$ cat src/hdl/ttt_pkg.sv
package ttt_pkg;

  localparam int unsigned KeyW = 32;
  localparam int unsigned CntW = 32;
  localparam int unsigned VolInW = 16;

  typedef enum logic [1:0] {
    OP_APPEND = 2'd0,
    OP_LOOKUP = 2'd1,
    OP_SUM    = 2'd2
  } op_e;

  typedef enum logic [2:0] {
    ST_IDLE,
    ST_SCAN,
    ST_FIN,
    ST_TRIM,
    ST_OUT
  } state_e;

  typedef struct packed {
    logic [KeyW-1:0] key;
    logic [CntW-1:0] cnt;
    logic [CntW-1:0] vol;
  } entry_t;

  typedef struct packed {
    logic start;
    logic scan;
    logic live;
  } head_ctrl_t;

  typedef struct packed {
    logic inserted;
  } head_stat_t;

endpackage

$ cat src/hdl/ttt_cell.sv
module ttt_cell (
  input  logic            clk_i,
  input  logic            shift_i,
  input  ttt_pkg::entry_t d_i,
  output ttt_pkg::entry_t q_o
);

  ttt_pkg::entry_t entry_q;

  always_ff @(posedge clk_i) begin
    if (shift_i) begin
      entry_q <= d_i;
    end
  end

  assign q_o = entry_q;

endmodule

$ cat config.mk
export PLATFORM = sky130hd
export DESIGN_NAME = ttt_cell
export DESIGN_NICKNAME = d
export VERILOG_FILES = /design/src/hdl/ttt_pkg.sv /design/src/hdl/ttt_cell.sv
export SDC_FILE = /design/constraint.sdc
export NUM_CORES = 1
export LEC_CHECK = 0
export BUFFER_PORTS_ARGS = -buffer_cell sky130_fd_sc_hd__buf_2
export CAP_MARGIN = 10
export CORE_MARGIN = 2
export CORE_UTILIZATION = 41
export CTS_CLUSTER_DIAMETER = 50
export DETAILED_ROUTE_END_ITERATION = 6
export GPL_ROUTABILITY_DRIVEN = 0
export PLACE_DENSITY = 0.78
export REMOVE_ABC_BUFFERS = 1
export SYNTH_ARGS = -nofsm -noshare
export SYNTH_HDL_FRONTEND = slang
export SYNTH_SLANG_ARGS = --single-unit
$ cat constraint.sdc
create_clock -name clk_i -period 0.8 [get_ports clk_i]
set_input_delay 0.24 -clock clk_i [delete_from_list [all_inputs] [get_ports clk_i]]
set_output_delay 0.24 -clock clk_i [all_outputs]
set_load 0.02 [all_outputs]
### After elaboration in Yosys (flattened, before gate mapping)

Index checks and enable logic that the tools add are counted.

| storage, ports and cells | value |
|---|---|
| register bits after elaboration | 96 |
| bits of input ports | 98 |

### Depth between registers and ports, before layout

Gate-level depths: netlist of run 1.

| depth | value |
|---|---|
| depth after elaboration | 0 |
| depth in mapped cells | 0 |
| depth with buffers taken out | 0 |

### Worst setup path after synthesis of run 1

OpenSTA, ideal clock, no wires.

| timing | value |
|---|---|
| path type | reg-to-output |
| from | register entry_q, in the netlist q_o[0] |
| to | output q_o[0] (netlist bit) |
| arrival time | 449 ps |
| required time | 560 ps |
| setup slack | 111 ps |
| stages on the path, launching flop included | 1 |
| path through | edfxtp_1 |

RTL lines:

| what | RTL line | text |
|---|---|---|
| start, declared | ttt_cell.sv:8 | `ttt_pkg::entry_t entry_q;` |
| start signal, assigned | ttt_cell.sv:12 | `entry_q <= d_i;` |
| end, declared | ttt_cell.sv:5 | `output ttt_pkg::entry_t q_o` |

No word-level cell between the ends.

### Final worst setup path of run 1

| timing | value |
|---|---|
| from | register entry_q, in the netlist q_o[72] |
| to | output q_o[72] (netlist bit) |

No word-level cell between the ends.

==> results of run 1 <==
[metrics by stage]
stage	power [W]	setup slack [ns]	area (um^2)
floorplan	0.00671	0.111	2880
global placement	0.00738	-0.143	4020
detailed placement	0.00741	-0.160	4020
CTS	0.0105	-0.369	4360
global route	0.0110	-0.401	4630
finish	0.0107	-0.370	4630
[area by class of cell]
type                  instances  area [um^2]
Tap cell                     96          120
Timing Repair Buffer        196         1440
Clock inverter                5         56.3
Clock buffer                 11          131
Sequential cell              96         2880
Fill cell                   443         2160
[per-layer routing]
layer  track usage (%)  wire (um)
met4              5.45         29
met1              16.0       2140
met3              7.26        678
met2              23.5       3400
met5                 0          0
[cells by family (layout without fill, tap and decap cells)]
group,count (synthesis),in the layout,synth area share [%]
buffers and inverters,0,212,0
DFF,96,96,100
[cell usage in the layout, fill, tap and decap left out]
cell type / netlist / layout
clkinvlp_4: 0 / 1
edfxtp_1: 96 / 96
inv_6: 0 / 1
clkbuf_1: 0 / 2
buf_2: 0 / 124
clkbuf_8: 0 / 9
buf_4: 0 / 2
buf_12: 0 / 2
buf_6: 0 / 68
bufinv_16: 0 / 1
clkinv_2: 0 / 2
[what timing repair did]
action | CTS | global route
hold endpoints to repair | 0 | 0
setup endpoints to repair | 96 | 96
resized for setup | 48 | 88
setup buffers | 0 | 0
pin swaps | 0 | 0
cloned | 0 | 0
[path summary, 6_finish.rpt]
path              start           endpoint  slack (ns)  depth (start not counted)
min             d_i[74]  q_o[74]$_DFFE_PP_        0.06                          1
max   q_o[72]$_DFFE_PP_            q_o[72]       -0.37                          1
[power breakdown]
group	internal, W	switching [W]
combinational	0.000746	0.000804
clock	0.00145	0.00155
sequential	0.00598	0.000156
total	0.00817	0.00251
==> results.tsv, run 1 <==
stage	metric	value	unit
run_status	status	finished with violations	
run_status	violated checks	setup timing	
route	vias per std cell	4.38	
yosys	largest area contributor in the netlist	edfxtp_1	
job	number of max-cap violations	0	
finish	fraction of layout cells with a size suffix above 1	68.2	%
die	IO Count	194	
sta	min Tclk post-route	1.17	ns
finish	footprint of the multi-input gates	0	um^2
power	power per cell area	2310	nW/um^2
global_route	vias in the first global route	1634	
finish	NumNets Final	401	
sta	Fin Setup TNS	-30.20	ns
die	die area	7720	um^2
setup_path	Worst Setup Start Kind	register	
die	Die Span X	87.9	um
clock_tree	CTS tree	yes	
sta	Final period util	146	%
sta	Pins Over Slew Limit	0	
setup_path	CP cell instances	buf_6	
placement	I/O Buffers	193	
sta	max frequency	0.855	GHz
yosys	synthesized cell area	2880	um^2
yosys	post-synthesis cell count	96	
yosys	Async SR Flop Fraction	0	%
route	Remaining DRCs	0	
route	initial DRC count	84	
clock_tree	CTS root buf	clkbuf_8	
clock_tree	CTS sink cnt	96	
finish	Area Overhead vs Synth	60.7	%
setup_path	Crit-path slowest cell	edfxtp_1	
route	via count	1770	
yosys	Ys Warns	0	
clock_tree	H-tree depth	3	
finish	Final Non-Filler Cells	404	
finish	n_diodes	0	
route	WL final	6250	um
sta	unrepaired setup endpoints after global routing	yes	
route	TritonRoute pass-1 iters	5	
clock_tree	clock tree buffer depth	2	
die	Die Y	87.9	um
yosys	Yosys top cell area share	100	%
yosys	top cells by count, synth	edfxtp_1	
yosys	EDFF count, synth	96	
setup_path	CP bufs+invs	1	
power	Peak VDD IR	0.00135	V
yosys	post-synthesis sequential area ratio	100	%
global_route	first-pass GRT wire length	7870	um
power	Leak	1.96	nW
global_route	Tot GR Track Use	14.3	%
setup_path	Largest stage delay, worst path	0.43	ns
sta	Max-slew headroom	83.4	%
die	core area	6790	um^2
sta	Final setup viols	96	
yosys	most frequent cell after synthesis	edfxtp_1	
global_route	Overflow after GRT	0	
setup_path	critical path data required time	0.56	ns
yosys	Synth Flop Type	edfxtp_1	
hold_path	Hold WC Path Type	in2reg	
die	initial core utilization	42.4	%
sta	Worst Tran Pin Value	0.249	ns
clock_tree	cts bufs inserted	9	
setup_path	Worst EP arrival	0.93	ns
yosys	average size of a mapped cell	30.0	um^2
route	WL per Instance	15.5	um
sta	PnR worst setup slack	-0.370	ns
yosys	dominant cells by area after synthesis	edfxtp_1	
setup_path	CP Max Fanout	1	
finish	max reg flops	96	
global_route	initial antenna violation count	0	
yosys	synth unique cells	1	
global_route	largest net degree at the start of global routing	47	
sta	hold slack	0.0642	ns
finish	multi-input gates	0	
setup_path	cell family with most CP delay	flip-flops	
route	Post-DRT Antenna Nets	0	
placement	hpwl dp	4170	um
placement	Placed Cells incl. Taps	388	
sta	final hold violation count	0	
die	Core Rows	30	
clock_tree	clk slew on worst S/H paths	0.09	ns
yosys	flops & latches, synth	96	
clock_tree	CTS Hold Bufs	0	
setup_path	critical setup path kind	reg2out	
finish	final core occ	68.2	%
setup_path	crit end category	output port	
(Power assumes the default switching activity.)
==> run 2: changes to the inputs <==
==> config.mk (replaced) <==
export PLATFORM = sky130hd
export DESIGN_NAME = ttt_cell
export DESIGN_NICKNAME = d
export VERILOG_FILES = /design/src/hdl/ttt_pkg.sv /design/src/hdl/ttt_cell.sv
export SDC_FILE = /design/constraint.sdc
export NUM_CORES = 1
export LEC_CHECK = 0
export CAP_MARGIN = 10
export CORE_AREA = 2 2 75 77
export CTS_CLUSTER_DIAMETER = 50
export DETAILED_ROUTE_END_ITERATION = 6
export DIE_AREA = 0 0 77 79
export DONT_BUFFER_PORTS = 1
export GPL_ROUTABILITY_DRIVEN = 0
export PLACE_DENSITY = 0.69
export REMOVE_ABC_BUFFERS = 1
export SLEW_MARGIN = 10
export SYNTH_ARGS = -nofsm -noshare
export SYNTH_HDL_FRONTEND = slang
export SYNTH_SLANG_ARGS = --single-unit
==> run 2 against run 1 <==
Compared with the run above:
- the flow still finishes with violations (setup timing)
- utilization grew 9.9 points
- combinational power is 75% lower
- first-iteration DRC count grew 15%
- critical path type unchanged
- critical endpoint is now q_o[18]
- largest cell class unchanged
==> results.tsv, run 2 (same netlist as run 1, synthesis figures left out) <==
stage	metric	value	unit
power	Peak VDD IR	0.00153	V
clock_tree	clk slew on worst S/H paths	0.08	ns
die	Core Rows	27	
sta	final hold violation count	0	
clock_tree	H-tree depth	3	
die	die area	6080	um^2
finish	fraction of layout cells with a size suffix above 1	6.73	%
route	Remaining DRCs	0	
die	core area	5340	um^2
placement	I/O Buffers	0	
global_route	Tot GR Track Use	21.4	%
sta	PnR worst setup slack	-0.295	ns
clock_tree	CTS Hold Bufs	96	
global_route	initial antenna violation count	0	
sta	Final setup viols	96	
die	Die Span X	77	um
sta	max frequency	0.913	GHz
global_route	largest net degree at the start of global routing	97	
global_route	first-pass GRT wire length	8960	um
finish	most frequent cells in the layout	dlygate4sd3_1, edfxtp_1, clkbuf_8	
die	Die Y	79	um
job	number of max-cap violations	0	
clock_tree	cts bufs inserted	9	
clock_tree	CTS sink cnt	96	
sta	unrepaired setup endpoints after global routing	yes	
finish	# fillers	322	
setup_path	critical setup path kind	reg2out	
setup_path	critical path data required time	0.56	ns
power	total power	0.0106	W
sta	Max-slew headroom	81.9	%
run_status	status	finished with violations	
sta	Final period util	137	%
finish	n_diodes	0	
sta	min Tclk post-route	1.10	ns
sta	Worst Tran Pin Value	0.272	ns
clock_tree	CTS tree	yes	
route	TritonRoute pass-1 iters	4	
route	WL per Instance	23.1	um
route	initial DRC count	97	
finish	final core occ	78.1	%
route	Post-DRT Antenna Nets	0	
global_route	vias in the first global route	1444	
finish	footprint of the multi-input gates	0	um^2
die	IO Count	194	
setup_path	Worst EP arrival	0.86	ns
clock_tree	clock tree buffer depth	2	
run_status	violated checks	setup timing	
sta	Pins Over Slew Limit	0	
power	power per cell area	2550	nW/um^2
route	via count	1399	
die	initial core utilization	54.0	%
route	WL final	6480	um
route	vias per std cell	5.00	
placement	dpl ws	0.0657	ns
finish	NumNets Final	301	
finish	max reg flops	96	
finish	Area Overhead vs Synth	44.6	%
setup_path	CP Max Fanout	1	
power	Leak	1.45	nW
finish	multi-input gates	0	
clock_tree	CTS root buf	clkbuf_8	
global_route	Overflow after GRT	0	
hold_path	Hold WC Path Type	in2reg	
setup_path	crit end category	output port	
setup_path	Worst Setup Start Kind	register	
[run 2: changes by cell type in the layout (fill, tap and decap cells not counted), sizes merged]
cell | before | now
buf | 196 | 0
dlygate4sd3 | 0 | 96
bufinv | 1 | 3
clkbuf | 11 | 9
clkinv | 2 | 3
inv | 1 | 0
[run 2: timing repair]
action / CTS / global route
setup buffers: 0 / 0
setup endpoints to repair: 96 / 96
endpoints found under the hold margin: 96 / 23
resized for setup: 0 / 0
pin swaps: 0 / 0
[run 2: where the power goes]
| part | switching [W] | total [W] | internal (W) |
|---|---|---|---|
| Sequential | 0.000682 | 0.00669 | 0.00601 |
| Combinational | 0.0000797 | 0.000391 | 0.000312 |
| Clock | 0.00150 | 0.00355 | 0.00205 |
[run 2: path summary, 6_finish.rpt]
path                               from           endpoint  slack [ns]  cells after the start
worst max-delay path  q_o[18]$_DFFE_PP_            q_o[18]       -0.30                      0
worst min-delay path            shift_i  q_o[36]$_DFFE_PP_        0.02                      0
[run 2: layout make-up]
cell class	instances	area [um^2]	area share, %
clock buffers	9	124	2.97
flip-flops and latches	96	2880	69.2
clock inverters	7	110	2.64
repair buffers	96	961	23.1
well taps	72	90.1	2.16
[run 2: through the flow]
step	setup TNS (ns)	std cells	cell area [um^2]	hold WS [ns]
2_1_floorplan	0	96	2880	0.339
3_3_place_gp	0	168	2970	0.339
4_1_cts	-27.04	280	4170	0.00215
6_report	-25.88	280	4170	0.0198
3_5_place_dp	0	168	2970	0.339
5_1_grt	-29.81	280	4170	-0.0180
[run 2: layer usage]
layer | vias up | wire (um) | GRT usage [%]
met3 | 4 | 444 | 8.18
li1 | 602 | - | -
met2 | 100 | 3690 | 38.6
met4 | 0 | 55 | 6.43
met5 | - | 0 | 0
met1 | 693 | 2290 | 23.8
