### config.mk
export PLATFORM = sky130hd
export DESIGN_NAME = ttt_head
export DESIGN_NICKNAME = d
export VERILOG_FILES = /design/src/hdl/ttt_pkg.sv /design/src/hdl/ttt_head.sv
export SDC_FILE = /design/constraint.sdc
export NUM_CORES = 1
export LEC_CHECK = 0
export CAP_MARGIN = 0
export CELL_PAD_IN_SITES_DETAIL_PLACEMENT = 1
export CELL_PAD_IN_SITES_GLOBAL_PLACEMENT = 2
export CORE_ASPECT_RATIO = 1.4
export CORE_MARGIN = 10
export CORE_UTILIZATION = 37
export DETAILED_ROUTE_END_ITERATION = 12
export DONT_BUFFER_PORTS = 1
export PLACE_DENSITY_LB_ADDON = 0.1
export SETUP_SLACK_MARGIN = 0.4
export SYNTH_ARGS = -nofsm -noshare
export SYNTH_HDL_FRONTEND = slang
export SYNTH_SLANG_ARGS = --single-unit
### constraint.sdc
create_clock -name clk_i -period 8.7 [get_ports clk_i]
set_input_delay 0.87 -clock clk_i [delete_from_list [all_inputs] [get_ports clk_i]]
set_output_delay 0.87 -clock clk_i [all_outputs]
set_load 0.01 [all_outputs]
### src/hdl/ttt_pkg.sv
package ttt_pkg;

  localparam int unsigned KeyW = 32;
  localparam int unsigned CntW = 32;
  localparam int unsigned VolInW = 16;

  typedef enum logic [1:0] {
    OP_APPEND = 2'd0,
    OP_LOOKUP = 2'd1,
    OP_SUM    = 2'd2
  } op_e;

  typedef enum logic [2:0] {
    ST_IDLE,
    ST_SCAN,
    ST_FIN,
    ST_TRIM,
    ST_OUT
  } state_e;

  typedef struct packed {
    logic [KeyW-1:0] key;
    logic [CntW-1:0] cnt;
    logic [CntW-1:0] vol;
  } entry_t;

  typedef struct packed {
    logic start;
    logic scan;
    logic live;
  } head_ctrl_t;

  typedef struct packed {
    logic inserted;
  } head_stat_t;

endpackage

### src/hdl/ttt_head.sv
module ttt_head (
  input  logic                          clk_i,
  input  logic                          rst_ni,
  input  ttt_pkg::head_ctrl_t           ctrl_i,
  input  ttt_pkg::op_e                  op_i,
  input  logic [ttt_pkg::KeyW-1:0]      ts_i,
  input  logic [ttt_pkg::VolInW-1:0]    vol_i,
  input  logic [ttt_pkg::KeyW-1:0]      end_i,
  input  ttt_pkg::entry_t               head_i,
  output ttt_pkg::entry_t               push_o,
  output ttt_pkg::head_stat_t           stat_o,
  output logic [ttt_pkg::CntW-1:0]      packets_o,
  output logic [ttt_pkg::CntW-1:0]      bytes_o,
  output logic [ttt_pkg::CntW-1:0]      sum_o
);

  ttt_pkg::entry_t           hold_q, hold_d;
  logic                      inserted_q, inserted_d;
  logic                      hit_q, hit_d;
  logic [ttt_pkg::CntW-1:0]  packets_q, packets_d;
  logic [ttt_pkg::CntW-1:0]  bytes_q, bytes_d;
  logic [ttt_pkg::CntW-1:0]  sum_q, sum_d;
  logic [ttt_pkg::CntW-1:0]  vol_ext;

  assign vol_ext = {{(ttt_pkg::CntW-ttt_pkg::VolInW){1'b0}}, vol_i};

  always_comb begin
    push_o     = head_i;
    hold_d     = hold_q;
    inserted_d = inserted_q;
    hit_d      = hit_q;
    packets_d  = packets_q;
    bytes_d    = bytes_q;
    sum_d      = sum_q;
    if (ctrl_i.start) begin
      inserted_d = 1'b0;
      hit_d      = 1'b0;
      packets_d  = '0;
      bytes_d    = '0;
      sum_d      = '0;
    end else if (ctrl_i.scan) begin
      case (op_i)
        ttt_pkg::OP_APPEND: begin
          if (inserted_q) begin
            push_o = hold_q;
            hold_d = head_i;
          end else if (!hit_q && ctrl_i.live && head_i.key == ts_i) begin
            push_o.cnt = head_i.cnt + 1'b1;
            push_o.vol = head_i.vol + vol_ext;
            hit_d      = 1'b1;
          end else if (!hit_q && (!ctrl_i.live || head_i.key > ts_i)) begin
            push_o.key = ts_i;
            push_o.cnt = {{(ttt_pkg::CntW-1){1'b0}}, 1'b1};
            push_o.vol = vol_ext;
            hold_d     = head_i;
            inserted_d = 1'b1;
          end
        end
        ttt_pkg::OP_LOOKUP: begin
          if (ctrl_i.live && head_i.key == ts_i) begin
            packets_d = head_i.cnt;
            bytes_d   = head_i.vol;
          end
        end
        ttt_pkg::OP_SUM: begin
          if (ctrl_i.live && head_i.key > ts_i && head_i.key <= end_i) begin
            sum_d = sum_q + head_i.vol;
          end
        end
        default: begin
        end
      endcase
    end
  end

  always_ff @(posedge clk_i or negedge rst_ni) begin
    if (!rst_ni) begin
      inserted_q <= 1'b0;
      hit_q      <= 1'b0;
    end else begin
      inserted_q <= inserted_d;
      hit_q      <= hit_d;
    end
  end

  always_ff @(posedge clk_i) begin
    hold_q    <= hold_d;
    packets_q <= packets_d;
    bytes_q   <= bytes_d;
    sum_q     <= sum_d;
  end

  assign stat_o.inserted = inserted_q;
  assign packets_o       = packets_q;
  assign bytes_o         = bytes_q;
  assign sum_o           = sum_q;

endmodule

==> After elaboration in Yosys (flattened, before gate mapping) <==
Index checks and enable logic that the tools add are counted.
{ "word_totals": {"reg_bits": 194, "inputBits": 183, "output_inout_bits": 193, "word_cells": 59} }
{ "op_classes": {"add_sub_neg": 3, "n_lt_le_gt_ge": 2, "n_eq_ne": 5, "n_mux": 21, "bitwise": 1, "n_reduce_logical": 19} }
{ "op_table": {"columns": ["cell", "n"], "rows": [
  ["96-bit 2-to-1 mux", 8],
  ["64-bit 2-to-1 mux", 1],
  ["32-bit by 1-bit adder with 32-bit output, second input constant", 1],
  ["32-bit by 16-bit adder with 32-bit output", 1],
  ["32-bit adder", 1],
  ["32-bit == test", 1],
  ["32-bit greater-than comparator", 1],
  ["32-bit less-or-equal comparator", 1],
  ["32-bit 2-to-1 mux", 1],
  ["1-bit 2-to-1 mux", 11],
  ["2-bit nonzero test", 4],
  ["1-bit logical AND", 6],
  ["3-bit AND reduction", 2],
  ["5-bit AND reduction", 1],
  ["2-bit != test, second input constant", 2],
  ["4-bit AND reduction", 1],
  ["2-bit by 1-bit == test with 1-bit output, second input constant", 1],
  ["2-bit == test, second input constant", 1],
  ["1-bit zero test", 2],
  ["2-bit zero test", 1],
  ["2-bit AND reduction", 1],
  ["1-bit logical OR", 1],
  ["1-bit NOT", 1]
]} }

==> Longest topological paths before layout <==
Gate-level depths: netlist (run 1).
{ "logic_depth": {"word_depth": 9, "ltp_mapped": 13, "depth_no_buf": 13} }

==> Worst setup path after synthesis (run 1) <==
No wires, ideal clock.
{ "synth_timing": {"path_type": "input-to-output", "from": "input ts_i[15] (netlist bit)", "to": "output push_o[94] (netlist bit)", "arrival_ns": 7.327, "required_time_ns": 7.830, "setup_slack_ns": 0.503, "path_stages": 11, "n_path_buf": 1, "cell_sequence": "inv_1 -> ha_1 -> nand4_1 -> or4_4 -> a21oi_1 -> a211oi_1 -> o221a_1 -> buf_6 -> and2b_1 -> nor2_1 -> o22a_1"} }
{ "synth_lines": {"columns": ["element", "line", "source"], "rows": [
  ["start, declared", "ttt_head.sv:6", "input logic [ttt_pkg::KeyW-1:0] ts_i,"],
  ["end, declared", "ttt_head.sv:10", "output ttt_pkg::entry_t push_o,"]
]} }

==> qor.txt, run 1 <==
Status -> finished clean
YS warnings -> 0
H-tree depth -> 4
Arrival time worst endpoint -> 4.84 ns
Post-synth EDFFs -> 96
Leakage -> 5.50 nW
Area share of fa/ha/maj cells after synthesis -> 0.107
Worst-Margin Slew -> 1.10 ns
Final-report max-slew violation count -> 0
CP Data Required Time -> 7.83 ns
Power Density -> 149 nW/um2
Via-to-Cell Ratio -> 5.96
Routed Antenna Nets -> 0
Total Wirelength -> 52200 um
DIE AREA -> 44500 um2
Worst skew pair latency -> 0.45 ns
Antenna violations before repair -> 2
Yosys top cell area share -> 0.215
Clock sinks -> 194
Drc violations -> 0
Mapped Avg Cell Area -> 8.40 um2
Synth Area in XOR/XNOR -> 0.0248
Register-to-Register Path Depth -> 7
Drt first pass iters -> 5
Reg2reg setup slack -> 4.94 ns
Hold-fix buffers, CTS -> 0
Area Growth Syn to Fin -> 6.26%
Fillcell total -> 4319
HP Class -> in -> async
Drt initial violations -> 505
Cts repair resizes -> 0
Max_slew headroom -> 0.264
Postcts setup bufs -> 0
Worst Setup SP -> ts_i[15]
Chip width -> 181 um
Final setup fails -> 0
Layout cells sized above 1 -> 0.0457
All-layer global routing usage -> 0.225
Sequential cell fraction of total power -> 0.460
I/O Pins -> 376
#FFs+latches synth -> 194
Logic pwr share -> 0.152
Compound-gate portion of the synthesized area -> 0.234
Reg2Reg Capture Point -> hold_q[8]
Via count of the first global-routing pass -> 12459
Crit path top cell by count -> nand2_1
Worst ir drop on vdd -> 0.0920 mV
NumNets Final -> 1839
Power Total -> 0.00212 W
CP Cell Sequence -> inv_1 -> ha_1 -> nand4_1 -> or4_4 -> or3b_4 -> nand2_1 -> o221a_2 -> buf_4 -> nand2b_2 -> o21ai_1 -> nand2_1 -> o21ai_0
Post-layout min period -> 5.71 ns
Setup crit end kind -> primary output
Critical path class -> in -> out
Final hold vios -> 0
Leading area contributor after synthesis -> edfxtp_1
RePlAce Congestion -> 0.835
CTS clk-pin slew, worst paths -> 0.07 ns
Max stage delay cell, worst path -> or4_4
Clock root buffer -> clkbuf_16
Tcrit/Tclk final -> 0.656
Syn Nets -> 1896
Worst-path fanout max -> 51
Seq/Total Area, Yosys -> 0.361
Synth unique cells -> 80
Max-Cap Viols -> 0
Post-synthesis mux area share -> 0.0299
Overflow after GRT -> 0
Setup crit start kind -> input pin
FF-to-FF Start -> hit_q
Initial Util -> 0.375
Async set-reset flop share out of synthesis -> 0.0103
CP max stage delay -> 0.64 ns
First-pass GRT wire length -> 78300 um
Detailed Place HPWL -> 38300 um
Post-synthesis simple-gate area fraction -> 0.181
Dominant synthesized flop cell -> edfxtp_1
Sw Share -> 0.297
Gate Count Post-Synth -> 1599
Avg WL per Cell -> 25.8 um
Core area -> 35800 um2
Sw Pwr -> 0.000630 W
Skew final -> 0.0164 ns
Vias -> 12033
Ranking of synthesized cells by area -> edfxtp_1 (21%), dfxtp_1 (14%), ha_1 (10%)
F_max -> 175 MHz
Die extent in y -> 246 um
CTS tree -> built
Pin count of the biggest net entering global routing -> 101
Clock buffer count from CTS -> 17
RSZ-0062 raised after global routing -> false
Clock share of power -> 0.388
Rows -> 82
Mapped cell area -> 13400 um2
Pint -> 0.00149 W
IO buf count -> 0
Largest family of logic cells by synthesized area -> compound AO/OA/AOI/OAI gates
Clock buffer depth -> 2
Post-route setup TNS -> 0 ns
[stage by stage]
stage | setup WS, ns | cell area (um2) | hold WS [ns] | instances | util
finish | 2.99 | 14300 | 0.118 | 2019 | 0.399
detailed placement | 2.91 | 13700 | 0.499 | 1985 | 0.382
floorplan | 0.503 | 13400 | 0.476 | 1599 | -
CTS | 2.90 | 14300 | 0.0911 | 2017 | 0.399
global placement | 2.92 | 13700 | 0.494 | 1985 | 0.382
global route | 2.76 | 14300 | 0.0886 | 2019 | 0.399
[power by group through the flow]
stage / combinational, W / sequential (W) / clock, W
floorplan: 0.000256 / 0.000994 / 0
global placement: 0.000319 / 0.000999 / 0
detailed placement: 0.000325 / 0.000999 / 0
CTS: 0.000327 / 0.000978 / 0.000848
global route: 0.000363 / 0.000979 / 0.000878
finish: 0.000322 / 0.000978 / 0.000824
[cells in the final DEF, fill, tap and decap left out, types with 7 or more instances in the layout]
cell type	Yosys	routed
ha_1	112	112
nor4_1	7	7
and2_1	9	9
nand2_1	215	215
buf_4	6	12
dfxtp_1	96	96
nor2_1	93	91
nand3_1	44	44
nor3_1	25	24
o22ai_1	15	15
and3_1	28	28
o21ai_0	123	123
xnor2_1	22	22
inv_1	104	104
nor2b_1	10	10
clkbuf_16	0	17
a22oi_1	70	70
a21oi_1	177	177
nand2b_1	10	10
nand4_1	21	21
o211ai_1	12	12
a211oi_1	8	8
o21ai_1	13	13
a21o_1	31	31
nor3b_1	7	7
xor2_1	16	16
edfxtp_1	96	96
mux2i_1	39	39
a31oi_1	15	15
[state kept, by name, indices dropped and copies added, names as in the netlist]
| signal | count |
|---|---|
| sum_o | 32 |
| bytes_o | 32 |
| hold_q | 96 |
| stat_o | 1 |
| hit_q | 1 |
| packets_o | 32 |
[final cells by class]
type / instances / area (um2) / share of cell area
Sequential cell: 194 / 4860 / 0.340
Timing Repair Buffer: 12 / 90.1 / 0.00631
Multi-Input combinational cell: 1213 / 7780 / 0.545
Clock buffer: 18 / 429 / 0.0301
Tap cell: 462 / 578 / 0.0405
Clock inverter: 14 / 151 / 0.0106
Antenna cell: 2 / 5.00 / 0.000350
Inverter: 104 / 390 / 0.0273
[how the worst max path moves through the flow]
stage | end | slack (ns) | depth (start not counted)
after detailed placement | push_o[33] | 2.91 | 12
final | push_o[33] | 2.99 | 12
after CTS | push_o[33] | 2.90 | 12
after global routing | push_o[33] | 2.76 | 12
after floorplan | push_o[94] | 0.50 | 11
after global placement | push_o[33] | 2.92 | 12
[Yosys cell counts, types with 13 or more instances]
cell type	instances
o22ai_1	15
nand3_1	44
xnor2_1	22
ha_1	112
a22oi_1	70
dfxtp_1	96
nor3_1	25
inv_1	104
a21o_1	31
o21ai_0	123
o21ai_1	13
nor2_1	93
clkbuf_1	57
a21oi_1	177
a31oi_1	15
nand4_1	21
mux2i_1	39
nand2_1	215
edfxtp_1	96
and3_1	28
xor2_1	16
[kinds of logic (layout without fill, tap and decap cells)]
group	Yosys count	count (layout)
adders and majority gates	114	114
other	0	2
and+or+nand+nor	506	506
buffers and inverters	192	148
AOI/OAI and AO/OA	515	515
DFF	194	194
xor gates and xnor gates	38	38
muxes	40	40
[per-layer routing]
metal  track usage  vias to the layer above  wire [um]
li1              -                     5703          -
met3        0.0807                       54       4160
met2         0.403                      297      26600
met5             0                        -          0
met1         0.241                     5979      20000
met4        0.0707                        0       1380
[critical path, delay by kind of cell]
| family | cells | cell delay (ns) |
|---|---|---|
| and+or+nand+nor | 6 | 2.01 |
| adders and majority gates | 1 | 0.29 |
| buffers and inverters | 2 | 0.62 |
| AOI/OAI and AO/OA | 3 | 1.02 |
(Power assumes the default switching activity.)
==> run 2, diff against run 1 <==
--- a/config.mk
+++ b/config.mk
@@ -10,7 +10,7 @@
 export CELL_PAD_IN_SITES_GLOBAL_PLACEMENT = 2
 export CORE_ASPECT_RATIO = 1.4
 export CORE_MARGIN = 10
-export CORE_UTILIZATION = 37
+export CORE_UTILIZATION = 34
 export DETAILED_ROUTE_END_ITERATION = 12
 export DONT_BUFFER_PORTS = 1
 export PLACE_DENSITY_LB_ADDON = 0.1
==> constraint.sdc (replaced) <==
create_clock -name clk_i -period 4.8 [get_ports clk_i]
set_input_delay 0.48 -clock clk_i [delete_from_list [all_inputs] [get_ports clk_i]]
set_output_delay 0.48 -clock clk_i [all_outputs]
set_load 0.01 [all_outputs]
==> qor.txt, run 2 (synthesized netlist as in run 1, its figures left out) <==
Clock buffer depth -> 2 (unchanged)
Chip width -> 188 um (was 181 um)
Leakage -> 5.62 nW (was 5.50 nW)
CP Cell Sequence -> inv_8 -> ha_4 -> nand4_1 -> or4_4 -> nor4_4 -> nand4_2 -> or2_1 -> nor2_1 -> a21oi_1 -> nor3_1 -> a21oi_1 -> o21ai_0 (was inv_1 -> ha_1 -> nand4_1 -> or4_4 -> or3b_4 -> nand2_1 -> o221a_2 -> buf_4 -> nand2b_2 -> o21ai_1 -> nand2_1 -> o21ai_0)
Worst skew pair latency -> 0.46 ns (was 0.45 ns)
Tcrit/Tclk final -> 0.871
Rows -> 86 (was 82)
Routed Antenna Nets -> 0 (unchanged)
Vias -> 12058 (was 12033)
Worst-Margin Slew -> 1.12 ns (was 1.10 ns)
Postcts setup bufs -> 0 (unchanged)
Clock buffer count from CTS -> 17 (unchanged)
Clock root buffer -> clkbuf_16 (unchanged)
Max-Cap Viols -> 0 (unchanged)
Detailed Place HPWL -> 40000 um (was 38300 um)
Max reg flops -> 96 (unchanged)
NumNets Final -> 1863 (was 1839)
Power Density -> 263 nW/um2 (was 149 nW/um2)
Most frequent cells in the layout -> nand2_1 (215), a21oi_1 (176), o21ai_0 (123) (was nand2_1 (215), a21oi_1 (177), o21ai_0 (123))
Max_slew headroom -> 0.252 (was 0.264)
Setup crit start kind -> input pin (unchanged)
Number of diodes -> 0 (was 2)
Post-layout min period -> 4.18 ns
Arrival time worst endpoint -> 3.70 ns (was 4.84 ns)
DIE AREA -> 48000 um2 (was 44500 um2)
Drt initial violations -> 625 (was 505)
Worst ir drop on vdd -> 0.201 mV (was 0.0920 mV)
IO buf count -> 0 (unchanged)
Final-report max-slew violation count -> 0 (unchanged)
Avg WL per Cell -> 25.6 um (was 25.8 um)
RePlAce Congestion -> 0.815 (was 0.835)
Worst-path fanout max -> 7 (was 51)
Fin util -> 0.373 (was 0.399)
Die extent in y -> 255 um (was 246 um)
Post-route setup TNS -> 0 ns (unchanged)
Via count of the first global-routing pass -> 12198 (was 12459)
Skew final -> 0.0160 ns (was 0.0164 ns)
Crit path top cell by count -> a21oi_1 (was nand2_1)
Initial Util -> 0.342 (was 0.375)
I/O Pins -> 376 (unchanged)
Overflow after GRT -> 0 (unchanged)
H-tree depth -> 4 (unchanged)
Power Total -> 0.00385 W (was 0.00212 W)
Antenna violations before repair -> 0 (was 2)
RSZ-0062 raised after global routing -> false (unchanged)
Multi-input gate area -> 7850 um2 (was 7780 um2)
Max stage delay cell, worst path -> or4_4 (unchanged)
Sequential cell area -> 4860 um2 (unchanged)
First-pass GRT wire length -> 79600 um (was 78300 um)
Fillcell total -> 4647 (was 4319)
Status -> finished clean (unchanged)
Critical path class -> in -> out (unchanged)
All-layer global routing usage -> 0.216 (was 0.225)
F_max -> 239 MHz
CP max stage delay -> 0.60 ns (was 0.64 ns)
Total Wirelength -> 53900 um (was 52200 um)
CTS tree -> built (unchanged)
CTS clk-pin slew, worst paths -> 0.09 ns (was 0.07 ns)
Area Growth Syn to Fin -> 9.04% (was 6.26%)
HP Class -> in -> reg (was in -> async)
Final setup fails -> 0 (unchanged)
Top reg by flops -> hold_q (unchanged)
CP Data Required Time -> 4.32 ns (was 7.83 ns)
Final hold vios -> 0 (unchanged)
Most common cell after layout, fill and taps aside -> nand2_1 (unchanged)
Hold WS -> 0.109 ns (was 0.118 ns)
Drc violations -> 0 (unchanged)
Clock sinks -> 194 (unchanged)
Via-to-Cell Ratio -> 5.72 (was 5.96)
Layout cells sized above 1 -> 0.0690 (was 0.0457)
Drt first pass iters -> 5 (unchanged)
Core area -> 39300 um2 (was 35800 um2)
Pin count of the biggest net entering global routing -> 101 (unchanged)
Setup crit end kind -> primary output (unchanged)
[run 2: timing repair]
action | 4_1_cts | 5_1_grt
endpoints found under the setup margin | 0 | 1
endpoints found under the hold margin | 2 | 0
gates resized for setup | 0 | 1
hold buffers | 1 | 0
[run 2: metrics by stage]
stage / cell area, um2 / worst slack (ns) / instances
finish: 14700 / 0.618 / 2107
global route: 14700 / 0.406 / 2107
CTS: 14700 / 0.439 / 2107
detailed placement: 14100 / 0.432 / 2074
global placement: 14100 / 0.472 / 2074
floorplan: 13500 / 0.293 / 1599
[run 2: worst paths after layout]
kind                              startpoint           end  slack (ns)  depth (start not counted)
worst max-delay path                ts_i[14]    push_o[51]        0.62                         12
worst min-delay path              head_i[48]    hold_q[48]        0.11                          0
worst max register to register      sum_o[0]     sum_o[28]        1.53                         13
worst min register to register  packets_o[8]  packets_o[8]        0.50                          2
max in group asynchronous             rst_ni        stat_o        4.32                          1
min in group asynchronous             rst_ni        stat_o        0.30                          1
[run 2: worst max-delay path, delay by kind of cell]
family / cells / cell delay [ns]
AO/OA/AOI/OAI: 3 / 0.67
adder cells (fa/ha/maj): 1 / 0.24
buffers and inverters: 1 / 0.01
AND/OR/NAND/NOR: 7 / 2.28
[run 2: metal layers]
metal	up-vias	global-route usage	part of all wire
met2	292	0.388	0.52
met5	-	0	0
met3	36	0.0654	0.070
met4	0	0.0543	0.015
li1	5763	-	-
met1	5967	0.243	0.39
[run 2: area by class of cell]
class                   count  area share
clock buffers              18      0.0300
inverters                 104      0.0275
clock inverters            14     0.00965
repair buffers             36      0.0203
multi-input cells        1213       0.536
well taps                 528      0.0451
flip-flops and latches    194       0.332
[run 2: where the power goes]
part           internal, W  total (W)  switching (W)
Clock             0.000706    0.00147       0.000762
Combinational     0.000236   0.000612       0.000376
Sequential         0.00175    0.00177      0.0000180
Total              0.00270    0.00385        0.00116
==> run 3, diff against run 2 <==
--- a/config.mk
+++ b/config.mk
@@ -13,7 +13,8 @@
 export CORE_UTILIZATION = 34
 export DETAILED_ROUTE_END_ITERATION = 12
 export DONT_BUFFER_PORTS = 1
-export PLACE_DENSITY_LB_ADDON = 0.1
+export MAX_ROUTING_LAYER = met4
+export PLACE_DENSITY_LB_ADDON = 0.05
 export SETUP_SLACK_MARGIN = 0.4
 export SYNTH_ARGS = -nofsm -noshare
 export SYNTH_HDL_FRONTEND = slang
==> qor.txt, run 3 (synthesized netlist as in run 1, its figures left out) <==
Final setup fails -> 0 (unchanged)
Postcts setup bufs -> 0 (unchanged)
RSZ-0062 raised after global routing -> false (unchanged)
Routed Antenna Nets -> 0 (unchanged)
Final hold vios -> 0 (unchanged)
FF-to-FF Start -> sum_o[10] (was sum_o[0])
Initial Util -> 0.342 (unchanged)
Worst-Margin Slew -> 0.999 ns (was 1.12 ns)
Pin count of the biggest net entering global routing -> 101 (unchanged)
Total Wirelength -> 53600 um (was 53900 um)
Post-route setup TNS -> 0 ns (unchanged)
Worst hold start -> ctrl_i[2] (was head_i[48])
Clock sinks -> 194 (unchanged)
Layout cells sized above 1 -> 0.0701 (was 0.0690)
Chip width -> 188 um (unchanged)
I/O Pins -> 376 (unchanged)
Arrival time worst endpoint -> 3.64 ns (was 3.70 ns)
Clock buffer depth -> 2 (unchanged)
Worst skew pair latency -> 0.46 ns (about the same)
Detailed Place HPWL -> 39800 um (was 40000 um)
Via count of the first global-routing pass -> 12466 (was 12198)
Via-to-Cell Ratio -> 5.74 (was 5.72)
Most frequent cells in the layout -> nand2_1 (215), a21oi_1 (176), o21ai_0 (123) (unchanged)
Fin util -> 0.373 (about the same)
IO buf count -> 0 (unchanged)
DIE AREA -> 48000 um2 (unchanged)
Hold path endpoint -> bytes_o[15] (was hold_q[48])
RePlAce Congestion -> 0.810 (was 0.815)
Setup crit end kind -> primary output (unchanged)
Core area -> 39300 um2 (unchanged)
Top reg by flops -> hold_q (unchanged)
Avg WL per Cell -> 25.4 um (was 25.6 um)
Max stage delay cell, worst path -> o21ai_0 (was or4_4)
Clock buffer count from CTS -> 17 (unchanged)
Worst-path fanout max -> 6 (was 7)
CTS clk-pin slew, worst paths -> 0.08 ns (was 0.09 ns)
Critical path class -> in -> out (unchanged)
F_max -> 243 MHz (was 239 MHz)
HP Class -> in -> reg (unchanged)
Worst hold path depth -> 1 (was 0)
Drt initial violations -> 483 (was 625)
Vias -> 12126 (was 12058)
Drt first pass iters -> 5 (unchanged)
Reg2reg setup slack -> 1.58 ns (was 1.53 ns)
Most common cell after layout, fill and taps aside -> nand2_1 (unchanged)
First-pass GRT wire length -> 79400 um (was 79600 um)
Number of diodes -> 0 (unchanged)
Register-to-Register Path Depth -> 11 (was 13)
CTS tree -> built (unchanged)
Die extent in y -> 255 um (unchanged)
Final-report max-slew violation count -> 0 (unchanged)
H-tree depth -> 4 (unchanged)
Max-Cap Viols -> 0 (unchanged)
Tcrit/Tclk final -> 0.858 (was 0.871)
Antenna violations before repair -> 0 (unchanged)
Post-layout min period -> 4.12 ns (was 4.18 ns)
Drc violations -> 0 (unchanged)
Max reg flops -> 96 (unchanged)
Setup crit start kind -> input pin (unchanged)
CP Cell Sequence -> inv_8 -> ha_4 -> nand4_1 -> or4_4 -> or3b_4 -> nor3_4 -> nand3_2 -> nor3_2 -> a22oi_1 -> o21ai_0 (was inv_8 -> ha_4 -> nand4_1 -> or4_4 -> nor4_4 -> nand4_2 -> or2_1 -> nor2_1 -> a21oi_1 -> nor3_1 -> a21oi_1 -> o21ai_0)
CP max stage delay -> 0.63 ns (was 0.60 ns)
Leakage -> 5.64 nW (was 5.62 nW)
Max_slew headroom -> 0.334 (was 0.252)
Skew final -> 0.0147 ns (was 0.0160 ns)
Area Growth Syn to Fin -> 9.08% (was 9.04%)
NumNets Final -> 1868 (was 1863)
Worst ir drop on vdd -> 0.185 mV (was 0.201 mV)
CP Data Required Time -> 4.32 ns (about the same)
Power Density -> 263 nW/um2 (about the same)
Fillcell total -> 4616 (was 4647)
Rows -> 86 (unchanged)
Clock root buffer -> clkbuf_16 (unchanged)
Reg2Reg Capture Point -> sum_o[28] (unchanged)
All-layer global routing usage -> 0.221 (was 0.216)
Status -> finished clean (unchanged)
Overflow after GRT -> 0 (unchanged)
## run 3: cell count changes in the layout (fill, tap and decap cells not counted), moves of 2 or more
cell / before / now
buf_4: 33 / 40
clkinv_4: 3 / 0
clkinv_8: 3 / 0
inv_4: 3 / 6
buf_12: 2 / 0
clkbuf_1: 0 / 2
## run 3: per-stage QoR
step	setup slack (ns)	instances	power [W]	instance area [um2]	hold WS (ns)
finish	0.680	2111	0.00386	14700	0.0830
CTS	0.445	2111	0.00393	14600	0.0636
detailed placement	0.444	2079	0.00243	14100	0.185
global placement	0.492	2079	0.00242	14100	0.185
floorplan	0.293	1599	0.00227	13500	0.184
global route	0.428	2111	0.00405	14700	0.0629
## run 3: routing by layer
metal	routed length, um	vias up	GRT usage
li1	-	5766	-
met3	4200	45	0.0755
met1	20400	6020	0.227
met2	27900	295	0.394
met4	1050	0	0.0607
met5	0	-	-
## run 3: worst max path at each step
stage                         from    endpoint  depth (start not counted)
after global routing      ts_i[19]  push_o[63]                         11
after detailed placement  ts_i[12]  push_o[54]                         12
after floorplan           ts_i[14]  push_o[64]                         11
after global placement    ts_i[12]  push_o[67]                         11
after CTS                 ts_i[14]  push_o[54]                         12
final                     ts_i[14]  push_o[58]                         10
## run 3: cell type report
type	count	area (um2)	area share
multi-input cells	1213	7870	0.537
repair buffers	41	310	0.0212
clock buffers	20	447	0.0305
inverters	104	403	0.0275
clock inverters	11	115	0.00785
well taps	528	661	0.0451
flip-flops and latches	194	4860	0.331
## run 3: repair_timing
item	4_1_cts	5_1_grt
hold buffers	1	0
resized for setup	0	3
endpoints found under the hold margin	2	0
setup endpoints to repair	0	31
## run 3: report_power, final
group	internal (W)	leakage, nW	switching, W	total, W
combinational	0.000238	3.69	0.000380	0.000618
clock	0.000746	0.283	0.000731	0.00148
sequential	0.00175	1.67	0.0000138	0.00177
total	0.00274	5.64	0.00112	0.00386
## run 3: critical path, delay by kind of cell
family	cells	cell delay, ns
simple gates	6	2.13
compound gates	2	0.75
fa+ha+maj	1	0.25
buf+inv	1	0.01
